### src/hw/rtl/tcw_pkg.sv
// Shared types and constants for the text console writer.
// Used by tcw_ctrl, tcw_datapath and text_console_writer; depends on nothing.
`default_nettype none

package tcw_pkg;

  localparam int unsigned TCW_COLUMNS = 80;
  localparam int unsigned TCW_ROWS    = 25;

  // Command codes carried by an input item.
  localparam logic [1:0] CMD_PUT   = 2'd0;
  localparam logic [1:0] CMD_CLEAR = 2'd1;
  localparam logic [1:0] CMD_READ  = 2'd2;

  localparam logic [7:0]  CODE_NEWLINE   = 8'd10;
  localparam logic [7:0]  CODE_BACKSPACE = 8'd8;
  localparam logic [7:0]  CODE_SPACE     = 8'd32;
  localparam logic [15:0] ATTR_MASK      = 16'hFF00;

  typedef enum logic [1:0] {
    SWEEP_INIT,
    SWEEP_CLEAR,
    SWEEP_SCROLL
  } sweep_mode_t;

  typedef enum logic [2:0] {
    ST_INIT,
    ST_IDLE,
    ST_EXEC,
    ST_SWEEP,
    ST_RMW_RD,
    ST_RMW_WR,
    ST_RESULT
  } tcw_state_t;

  // Commands from the controller to the datapath.
  typedef struct packed {
    logic        latch_in;
    logic        new_line;
    logic        back_step;
    logic        col_inc;
    logic        home;
    logic        sweep_start;
    sweep_mode_t sweep_mode;
    logic        rd_index;
    logic        rd_cursor;
    logic        wr_cursor;
    logic        load_out;
  } tcw_cmd_t;

  // Status from the datapath to the controller.
  typedef struct packed {
    logic [1:0] cmd;
    logic       is_newline;
    logic       is_backspace;
    logic       col_zero;
    logic       row_zero;
    logic       col_full;
    logic       row_last;
    logic       sweep_busy;
    logic       out_free;
  } tcw_status_t;

endpackage

`default_nettype wire

### src/hw/rtl/tcw_ctrl.sv
// Controller state machine of the text console writer.
// Depends on tcw_pkg; drives tcw_datapath through tcw_cmd_t.
`default_nettype none

module tcw_ctrl (
  input  wire logic                clk,
  input  wire logic                rst_n,
  input  wire logic                in_valid,
  output logic                     in_stall,
  input  wire tcw_pkg::tcw_status_t st,
  output tcw_pkg::tcw_cmd_t        cmd
);

  tcw_pkg::tcw_state_t state_r, state_nxt;

  always_ff @(posedge clk) begin
    if (!rst_n) begin
      state_r <= tcw_pkg::ST_INIT;
    end else begin
      state_r <= state_nxt;
    end
  end

  always_comb begin
    cmd       = '0;
    state_nxt = state_r;
    in_stall  = (state_r != tcw_pkg::ST_IDLE);
    case (state_r)
      tcw_pkg::ST_INIT: begin
        // The store is zeroed by a sweep that starts out of reset.
        if (!st.sweep_busy) begin
          state_nxt = tcw_pkg::ST_IDLE;
        end
      end
      tcw_pkg::ST_IDLE: begin
        if (in_valid) begin
          cmd.latch_in = 1'b1;
          state_nxt    = tcw_pkg::ST_EXEC;
        end
      end
      tcw_pkg::ST_EXEC: begin
        case (st.cmd)
          tcw_pkg::CMD_PUT: begin
            if (st.is_newline) begin
              cmd.new_line = 1'b1;
              if (st.row_last) begin
                cmd.sweep_start = 1'b1;
                cmd.sweep_mode  = tcw_pkg::SWEEP_SCROLL;
                state_nxt       = tcw_pkg::ST_SWEEP;
              end else begin
                state_nxt = tcw_pkg::ST_RESULT;
              end
            end else if (st.is_backspace) begin
              if (st.col_zero && st.row_zero) begin
                state_nxt = tcw_pkg::ST_RESULT;
              end else begin
                cmd.back_step = 1'b1;
                state_nxt     = tcw_pkg::ST_RMW_RD;
              end
            end else if (st.col_full) begin
              // A full line wraps before the byte is written.
              cmd.new_line = 1'b1;
              if (st.row_last) begin
                cmd.sweep_start = 1'b1;
                cmd.sweep_mode  = tcw_pkg::SWEEP_SCROLL;
                state_nxt       = tcw_pkg::ST_SWEEP;
              end else begin
                state_nxt = tcw_pkg::ST_RMW_RD;
              end
            end else begin
              state_nxt = tcw_pkg::ST_RMW_RD;
            end
          end
          tcw_pkg::CMD_CLEAR: begin
            cmd.home        = 1'b1;
            cmd.sweep_start = 1'b1;
            cmd.sweep_mode  = tcw_pkg::SWEEP_CLEAR;
            state_nxt       = tcw_pkg::ST_SWEEP;
          end
          tcw_pkg::CMD_READ: begin
            cmd.rd_index = 1'b1;
            state_nxt    = tcw_pkg::ST_RESULT;
          end
          default: begin
            state_nxt = tcw_pkg::ST_RESULT;
          end
        endcase
      end
      tcw_pkg::ST_SWEEP: begin
        if (!st.sweep_busy) begin
          if (st.cmd == tcw_pkg::CMD_PUT && !st.is_newline && !st.is_backspace) begin
            state_nxt = tcw_pkg::ST_RMW_RD;
          end else begin
            state_nxt = tcw_pkg::ST_RESULT;
          end
        end
      end
      tcw_pkg::ST_RMW_RD: begin
        cmd.rd_cursor = 1'b1;
        state_nxt     = tcw_pkg::ST_RMW_WR;
      end
      tcw_pkg::ST_RMW_WR: begin
        cmd.wr_cursor = 1'b1;
        cmd.col_inc   = !st.is_backspace;
        state_nxt     = tcw_pkg::ST_RESULT;
      end
      tcw_pkg::ST_RESULT: begin
        if (st.out_free) begin
          cmd.load_out = 1'b1;
          state_nxt    = tcw_pkg::ST_IDLE;
        end
      end
      default: begin
        state_nxt = tcw_pkg::ST_IDLE;
      end
    endcase
  end

endmodule

`default_nettype wire

### config.mk
export PLATFORM = sky130hd
export DESIGN_NAME = tcw_ctrl
export DESIGN_NICKNAME = d
export VERILOG_FILES = /design/src/hw/rtl/tcw_pkg.sv /design/src/hw/rtl/tcw_ctrl.sv
export SDC_FILE = /design/constraint.sdc
export NUM_CORES = 1
export LEC_CHECK = 0
export BUFFER_PORTS_ARGS = -buffer_cell sky130_fd_sc_hd__buf_2
export CAP_MARGIN = 20
export CORE_AREA = 2 2 39 41
export DETAILED_ROUTE_END_ITERATION = 10
export DIE_AREA = 0 0 41 43
export HOLD_SLACK_MARGIN = 0.1
export PLACE_DENSITY = 0.64
export SETUP_SLACK_MARGIN = 0.3
export SYNTH_ARGS = -nofsm -noshare
export SYNTH_HDL_FRONTEND = slang
export SYNTH_SLANG_ARGS = --single-unit
### constraint.sdc
create_clock -name clk -period 3.7 [get_ports clk]
set_input_delay 0.925 -clock clk [delete_from_list [all_inputs] [get_ports clk]]
set_output_delay 0.925 -clock clk [all_outputs]
set_load 0.02 [all_outputs]
---- Yosys cells after proc, flatten, opt, wreduce, memory -nomap -nowiden ----
Cells that the tools add are included.
operators by class
  equal/unequal tests ..................... 13
  mux-type cells .......................... 36
  reduce and logical (&&, ||, !) cells .... 8
operators with widths
  operator              count
  $mux W3               13
  $pmux W3 S7           1
  $mux W1               15
  $pmux W3 S2           2
  $eq A3 B3 Y1 const B  3
  $mux W2               4
  $ne A2 B2 Y1 const B  4
  $eq A3 B2 Y1 const B  2
  $mux W5               1
  $reduce_and A4 Y1     1
  $eq A3 B1 Y1 const B  1
  $logic_and A1 B1 Y1   3
  $logic_not A3 Y1      1
  $ne A3 B1 Y1 const B  1
  $eq A2 B1 Y1 const B  1
  $eq A2 B2 Y1 const B  1
  $logic_not A1 Y1      2
  $logic_not A2 Y1      1
storage, ports and cells
  register bits ........................... 3
  output and inout port bits .............. 13
  word-level logic and storage cells ...... 58

---- Logic depth before layout (Yosys ltp) ----
Gate-level depths: netlist of the first run.
  depth in word-level cells ............... 6
  depth in mapped cells ................... 5

---- Worst setup path after synthesis of the first run ----
Ideal clock, no wire load.
  path kind ............................... input to output
  start ................................... input port st[3] (netlist name)
  end ..................................... output port cmd[5] (netlist name)
  arrival ................................. 1.802 ns
  required time ........................... 2.775 ns
  slack ................................... 0.973 ns
  stages on the path ...................... 4
  buffers on the path ..................... 0
  cell sequence ........................... nor2b_1 -> nor2_1 -> nor3b_2 -> and2_1
RTL lines
  element          RTL line        text
  start, declared  tcw_ctrl.sv:10  input wire tcw_pkg::tcw_status_t st,
  end, declared    tcw_ctrl.sv:11  output tcw_pkg::tcw_cmd_t cmd

==> results.py, run 1 <==
metrics = {
    "floorplan": {
        "dieArea_mm2": 0.00176,
        "core_area_mm2": 0.00138,
        "dieHeight_um": 43,
        "initial_core_util_pct": 29.8,
        "rows": 14,
        "io_pins": 26,
        "die_x_um": 41,
    },
    "cts": {
        "holdBufCountCts": 0,
        "cts-root-buf": "clkbuf_4",
        "worstSkewPairLatency_ps": 230,
        "cts_tree": "done",
        "cts_resized": 0,
        "cts_sinks": 3,
        "h-tree-depth": 1,
        "clockBufferDepth": 2,
        "path_clk_slew_ps": 40,
        "post-cts-setup-buffers": 0,
        "cts_made_buffers": 3,
    },
    "synthesis": {
        "synth_area_leaders": "dfxtp_1 15%, nor2_1 10%, and2_1 6.1%, nor2b_1 6.1%, a21oi_1 4.8%",
        "avgSynthCellArea_um2": 6.77,
        "yosysSeqAreaShare_pct": 14.5,
        "yosys.area.top_type": "dfxtp_1",
        "synth_cells": 61,
        "synth_flop_cell": "dfxtp_1",
        "syn-num-nets": 74,
        "synth_most_common_cell": "nor2_1",
        "synth_edf_count": 0,
        "ys_ff_latch": 3,
        "syn_area_um2": 413,
        "synth_async_sr_flop_share_pct": 0,
        "yosys.area.top_type_share_pct": 14.5,
        "yosysWarnings": 0,
        "synthDistinctLibCells": 27,
    },
    "hold_path": {
        "hold_class": "reg2reg",
        "hold_end": "state_r[1]",
        "hold_depth": 2,
        "min-delay-start": "state_r[1]",
    },
    "grt": {
        "grt_pass1_vias": 439,
        "grt_pass1_wl_mm": 1.77,
        "grt_overflow": 0,
        "grt_use_total_pct": 14.0,
        "grt_max_degree": 17,
        "antenna_found_initial": 0,
    },
    "detailed_routing": {
        "dr.pass1.iters": 3,
        "wire_per_inst_um": 10.9,
        "viasPerCell": 5.03,
        "antenna_left": 0,
        "drc": 0,
        "wl_mm": 1.13,
        "drt_iter0_markers": 9,
        "num_vias": 518,
    },
    "sta": {
        "slew_viol_final": 0,
        "clock_skew_ps": 0.678,
        "hold_slack_ps": 638,
        "setup_violations": 0,
        "tightest_slew_ps": 538,
        "min_period_over_period_pct": 73.0,
        "tns_ps": 0,
        "rsz0062_at_grt": "no",
        "fin_crit_ps": 2700,
        "fmax_ghz": 0.370,
        "hold_viol_final": 0,
        "maxSlewHeadroom_pct": 64.1,
    },
    "worst_setup_path": {
        "critPathLaunchType": "primary input",
        "cp-end-kind": "output pin",
        "crit_required_ps": 2770,
        "path_max_fanout": 4,
        "reg2reg_depth": 4,
        "crit_type": "in2out",
        "cp.arrival_ps": 1770,
        "rrSetupSlack_ps": 2310,
        "r2r-end": "state_r[0]",
        "r2r_start": "state_r[2]",
    },
    "placed_design": {
        "portBuffers": 25,
        "gp_congestion": 0.759,
        "dp.cells": 99,
        "hpwl_um": 871,
    },
    "final_layout": {
        "largest_reg_flops": 3,
        "instances_no_fill": 103,
        "top_register": "state_r",
        "drive_above_1_share_pct": 37.9,
        "diodes": 0,
        "nNetsFinal": 101,
        "reg_top3": "state_r (3)",
        "syn2layout_area_growth_pct": 35.8,
        "fin_util_pct": 40.5,
    },
    "power_and_ir_drop": {
        "peakVddDrop_uv": 107,
        "power.density_cell_area_mw_per_mm2": 230,
        "power_leakage_nw": 0.278,
    },
    "flow_run": {
        "max_cap_violations": 0,
    },
    "run_status": {
        "outcome": "complete, no violations",
    },
}
==> logic make-up after synthesis <==
kind of cell,Yosys count,share of synthesized area [%]
simple gates,36,51.2
buf+inv,6,8.48
compound gates,16,25.8
flops,3,14.5
==> metrics by stage <==
step | total power (W) | setup slack, ps | area [um^2]
detailed placement | 0.0000717 | 992 | 534
CTS | 0.000131 | 987 | 561
global placement | 0.0000713 | 1020 | 534
floorplan | 0.0000587 | 973 | 413
global route | 0.000138 | 915 | 561
finish | 0.000129 | 1000 | 561
==> critical path, cell delays in order <==
cell	delay (ps)
buf_2	130
nor3_2	210
nor3b_2	220
and2_1	140
buf_2	150
==> area by class of cell <==
cell class              count  area (um^2)
fillers                   153          823
well taps                  16         20.0
multi-input cells          52          318
inverters                   3         11.3
flip-flops and latches      3         60.1
repair buffers             25          125
clock buffers               4         26.3
==> power breakdown <==
part           leakage (nW)  switching (W)  total (W)  internal [W]
Combinational         0.239      0.0000181  0.0000321     0.0000140
Clock                0.0150      0.0000171  0.0000576     0.0000404
Sequential           0.0245     0.00000551  0.0000394     0.0000339
Total                 0.278      0.0000407   0.000129     0.0000883
==> worst max path at each step <==
stage          start     end  slack [ps]  cells past startpoint
6_report       st[8]  cmd[5]        1000                      5
3_3_place_gp   st[8]  cmd[5]        1020                      5
2_1_floorplan  st[3]  cmd[5]         970                      4
4_1_cts        st[6]  cmd[5]         990                      6
3_5_place_dp   st[6]  cmd[5]         990                      6
5_1_grt        st[6]  cmd[5]         910                      6
==> placed cells by master, fill, tap and decap left out <==
cell      count
clkbuf_4      3
o21ai_0       4
nor4_1        3
a221o_1       1
nor3_2        2
nor2_1       11
nor3b_2       1
nand2b_4      1
nand2_1       4
and2_1        4
o21ai_1       2
o211ai_1      1
nand3_1       1
a221oi_1      1
nand4b_1      1
nor2b_1       4
dfxtp_1       3
and2b_1       1
a211oi_1      1
nand2b_1      1
a21oi_1       4
buf_2        25
clkbuf_1      1
inv_1         3
a21boi_2      1
o221a_1       1
and3_1        2
==> metal layers <==
layer	GRT usage, %	wire [um]
met1	18.5	541
met2	21.6	498
met3	5.24	87
met4	2.00	0
met5	0	0
No activity file was read; power rests on OpenSTA's default activity.
==> run 2, diff against run 1 <==
--- a/config.mk
+++ b/config.mk
@@ -5,13 +5,14 @@
 export SDC_FILE = /design/constraint.sdc
 export NUM_CORES = 1
 export LEC_CHECK = 0
+export ABC_AREA = 1
 export BUFFER_PORTS_ARGS = -buffer_cell sky130_fd_sc_hd__buf_2
 export CAP_MARGIN = 20
 export CORE_AREA = 2 2 39 41
 export DETAILED_ROUTE_END_ITERATION = 10
 export DIE_AREA = 0 0 41 43
 export HOLD_SLACK_MARGIN = 0.1
-export PLACE_DENSITY = 0.64
+export PLACE_DENSITY = 0.63
 export SETUP_SLACK_MARGIN = 0.3
 export SYNTH_ARGS = -nofsm -noshare
 export SYNTH_HDL_FRONTEND = slang
==> constraint.sdc (replaced) <==
create_clock -name clk -period 2.6 [get_ports clk]
set_input_delay 0.65 -clock clk [delete_from_list [all_inputs] [get_ports clk]]
set_output_delay 0.65 -clock clk [all_outputs]
set_load 0.02 [all_outputs]
==> results.py, run 2 <==
metrics = {
    "run_status": {
        "outcome": "complete, no violations",
    },
    "detailed_routing": {
        "viasPerCell": 4.39,
        "wl_met2_um": 573,
        "drt_iter0_markers": 7,
        "dr.pass1.iters": 5,
        "highest_layer": "met3",
        "antenna_left": 0,
        "drt-met1-wl_um": 467,
        "met3_length_um": 28,
        "wl_mm": 1.07,
        "drc": 0,
        "num_vias": 522,
        "wire_per_inst_um": 8.98,
    },
    "final_layout": {
        "nNetsFinal": 117,
        "final_cell_mix": "25 x buf_2, 20 x nand2_1, 13 x nor2_1, 10 x inv_1, 5 x a21oi_1",
        "diodes": 0,
        "drive_above_1_share_pct": 42.7,
        "top_register": "state_r",
        "largest_reg_flops": 3,
        "syn2layout_area_growth_pct": 42.7,
        "layout_commonest_cell": "buf_2",
        "fin_area_um2": 573,
        "reg_top3": "state_r (3)",
    },
    "sta": {
        "slew_viol_final": 0,
        "clock_skew_ps": 3.30,
        "min_period_over_period_pct": 81.2,
        "maxSlewHeadroom_pct": 79.6,
        "fin_crit_ps": 2110,
        "hold_viol_final": 0,
        "fmax_ghz": 0.474,
        "tns_ps": 0,
        "rsz0062_at_grt": "no",
        "tightest_slew_ps": 306,
        "setup_violations": 0,
    },
    "hold_path": {
        "hold_class": "reg2reg",
    },
    "cts": {
        "path_clk_slew_ps": 40,
        "worstSkewPairLatency_ps": 230,
        "cts-root-buf": "clkbuf_4",
        "cts_made_buffers": 3,
        "cts_sinks": 3,
        "h-tree-depth": 1,
        "clockBufferDepth": 2,
        "holdBufCountCts": 0,
        "cts_resized": 0,
        "post-cts-setup-buffers": 0,
        "cts_tree": "done",
    },
    "floorplan": {
        "core_area_mm2": 0.00138,
        "initial_core_util_pct": 29.0,
        "io_pins": 26,
        "dieArea_mm2": 0.00176,
        "rows": 14,
        "die_x_um": 41,
        "dieHeight_um": 43,
    },
    "flow_run": {
        "max_cap_violations": 0,
    },
    "worst_setup_path": {
        "crit_required_ps": 1950,
        "critPathLaunchType": "primary input",
        "cp.arrival_ps": 1460,
        "cp-end-kind": "output pin",
        "crit_type": "in2out",
        "path_max_fanout": 3,
    },
    "synthesis": {
        "syn-num-nets": 87,
        "synth_common_cells": "20 x nand2_1, 13 x nor2_1, 10 x inv_1, 5 x a21oi_1, 4 x inv_2",
        "synth_cells": 74,
        "synth_edf_count": 0,
        "synth_most_common_cell": "nand2_1",
        "ys_ff_latch": 3,
        "avgSynthCellArea_um2": 5.43,
        "synthDistinctLibCells": 16,
        "yosys.area.top_type_share_pct": 18.7,
        "yosysSeqAreaShare_pct": 15.0,
        "yosysWarnings": 0,
        "syn_area_um2": 402,
        "synth_async_sr_flop_share_pct": 0,
        "synth_flop_cell": "dfxtp_1",
        "yosys.area.top_type": "nand2_1",
        "synth_area_leaders": "nand2_1 19%, dfxtp_1 15%, nor2_1 12%, inv_1 9.3%, a21oi_1 6.2%",
    },
    "grt": {
        "grt_pass1_vias": 446,
        "grt_pass1_wl_mm": 1.75,
        "grt_overflow": 0,
        "grt_max_degree": 7,
        "antenna_found_initial": 0,
        "grt_use_total_pct": 15.1,
    },
    "power_and_ir_drop": {
        "finalPower_w": 0.000457,
        "power.density_cell_area_mw_per_mm2": 797,
        "power_leakage_nw": 0.346,
        "peakVddDrop_uv": 442,
    },
    "placed_design": {
        "portBuffers": 25,
        "dpl-instance-area_um2": 547,
        "hpwl_um": 869,
        "gp_congestion": 0.840,
    },
}
==> run 2: cell types whose count changed after synthesis, sizes merged, moves of 4 or more <==
cell	delta
o21ai	-4
and2	-4
nor2b	-4
inv	+11
nand2	+20
nor2	+6
==> run 2: per-stage QoR <==
step	util [%]	cells	hold slack (ps)	setup slack, ps
floorplan	-	74	548	549
global placement	39.5	115	584	473
detailed placement	39.5	115	581	486
CTS	41.4	119	588	481
global route	41.4	119	608	379
finish	41.4	119	587	488
==> run 2: path summary, 6_finish.rpt <==
path	startpoint	endpoint	slack [ps]	cells after the start
worst max register to register	state_r[2]	state_r[0]	1390	7
worst max-delay path	st[6]	cmd[6]	490	7
worst min register to register	state_r[1]	state_r[1]	590	2
worst min-delay path	state_r[1]	state_r[1]	590	2
==> run 2: layout make-up <==
cell class / count / area, um^2
Clock buffer: 4 / 26.3
Fill cell: 153 / 811
Inverter: 14 / 52.6
Multi-Input combinational cell: 57 / 289
Sequential cell: 3 / 60.1
Tap cell: 16 / 20.0
Timing Repair Buffer: 25 / 125
==> run 2: cell families after synthesis <==
family,count (synthesis),share of synthesized area [%]
buffers and inverters,14,13.1
AND/OR/NAND/NOR,48,58.9
flip-flops,3,15.0
AO/OA/AOI/OAI,9,13.1
==> run 2: per-layer routing <==
| metal | vias up | track usage (%) |
|---|---|---|
| li1 | 285 | - |
| met1 | 227 | 18.6 |
| met2 | 10 | 20.6 |
| met3 | 0 | 4.71 |
| met4 | 0 | 12.0 |
| met5 | - | 0 |
==> run 2: report_power, final <==
| part | switching [W] | total, W | internal [W] | leakage [nW] |
|---|---|---|---|---|
| registers | 0.0000280 | 0.0000907 | 0.0000627 | 0.0247 |
| logic | 0.000184 | 0.000283 | 0.0000992 | 0.306 |
| clock network | 0.0000254 | 0.0000830 | 0.0000576 | 0.0150 |
==> run 2: critical path, cell delays in order <==
cell	delay (ps)
buf_2	120
inv_2	60
a21oi_1	70
nor2_1	140
nand2_1	100
a21oi_2	140
buf_2	180
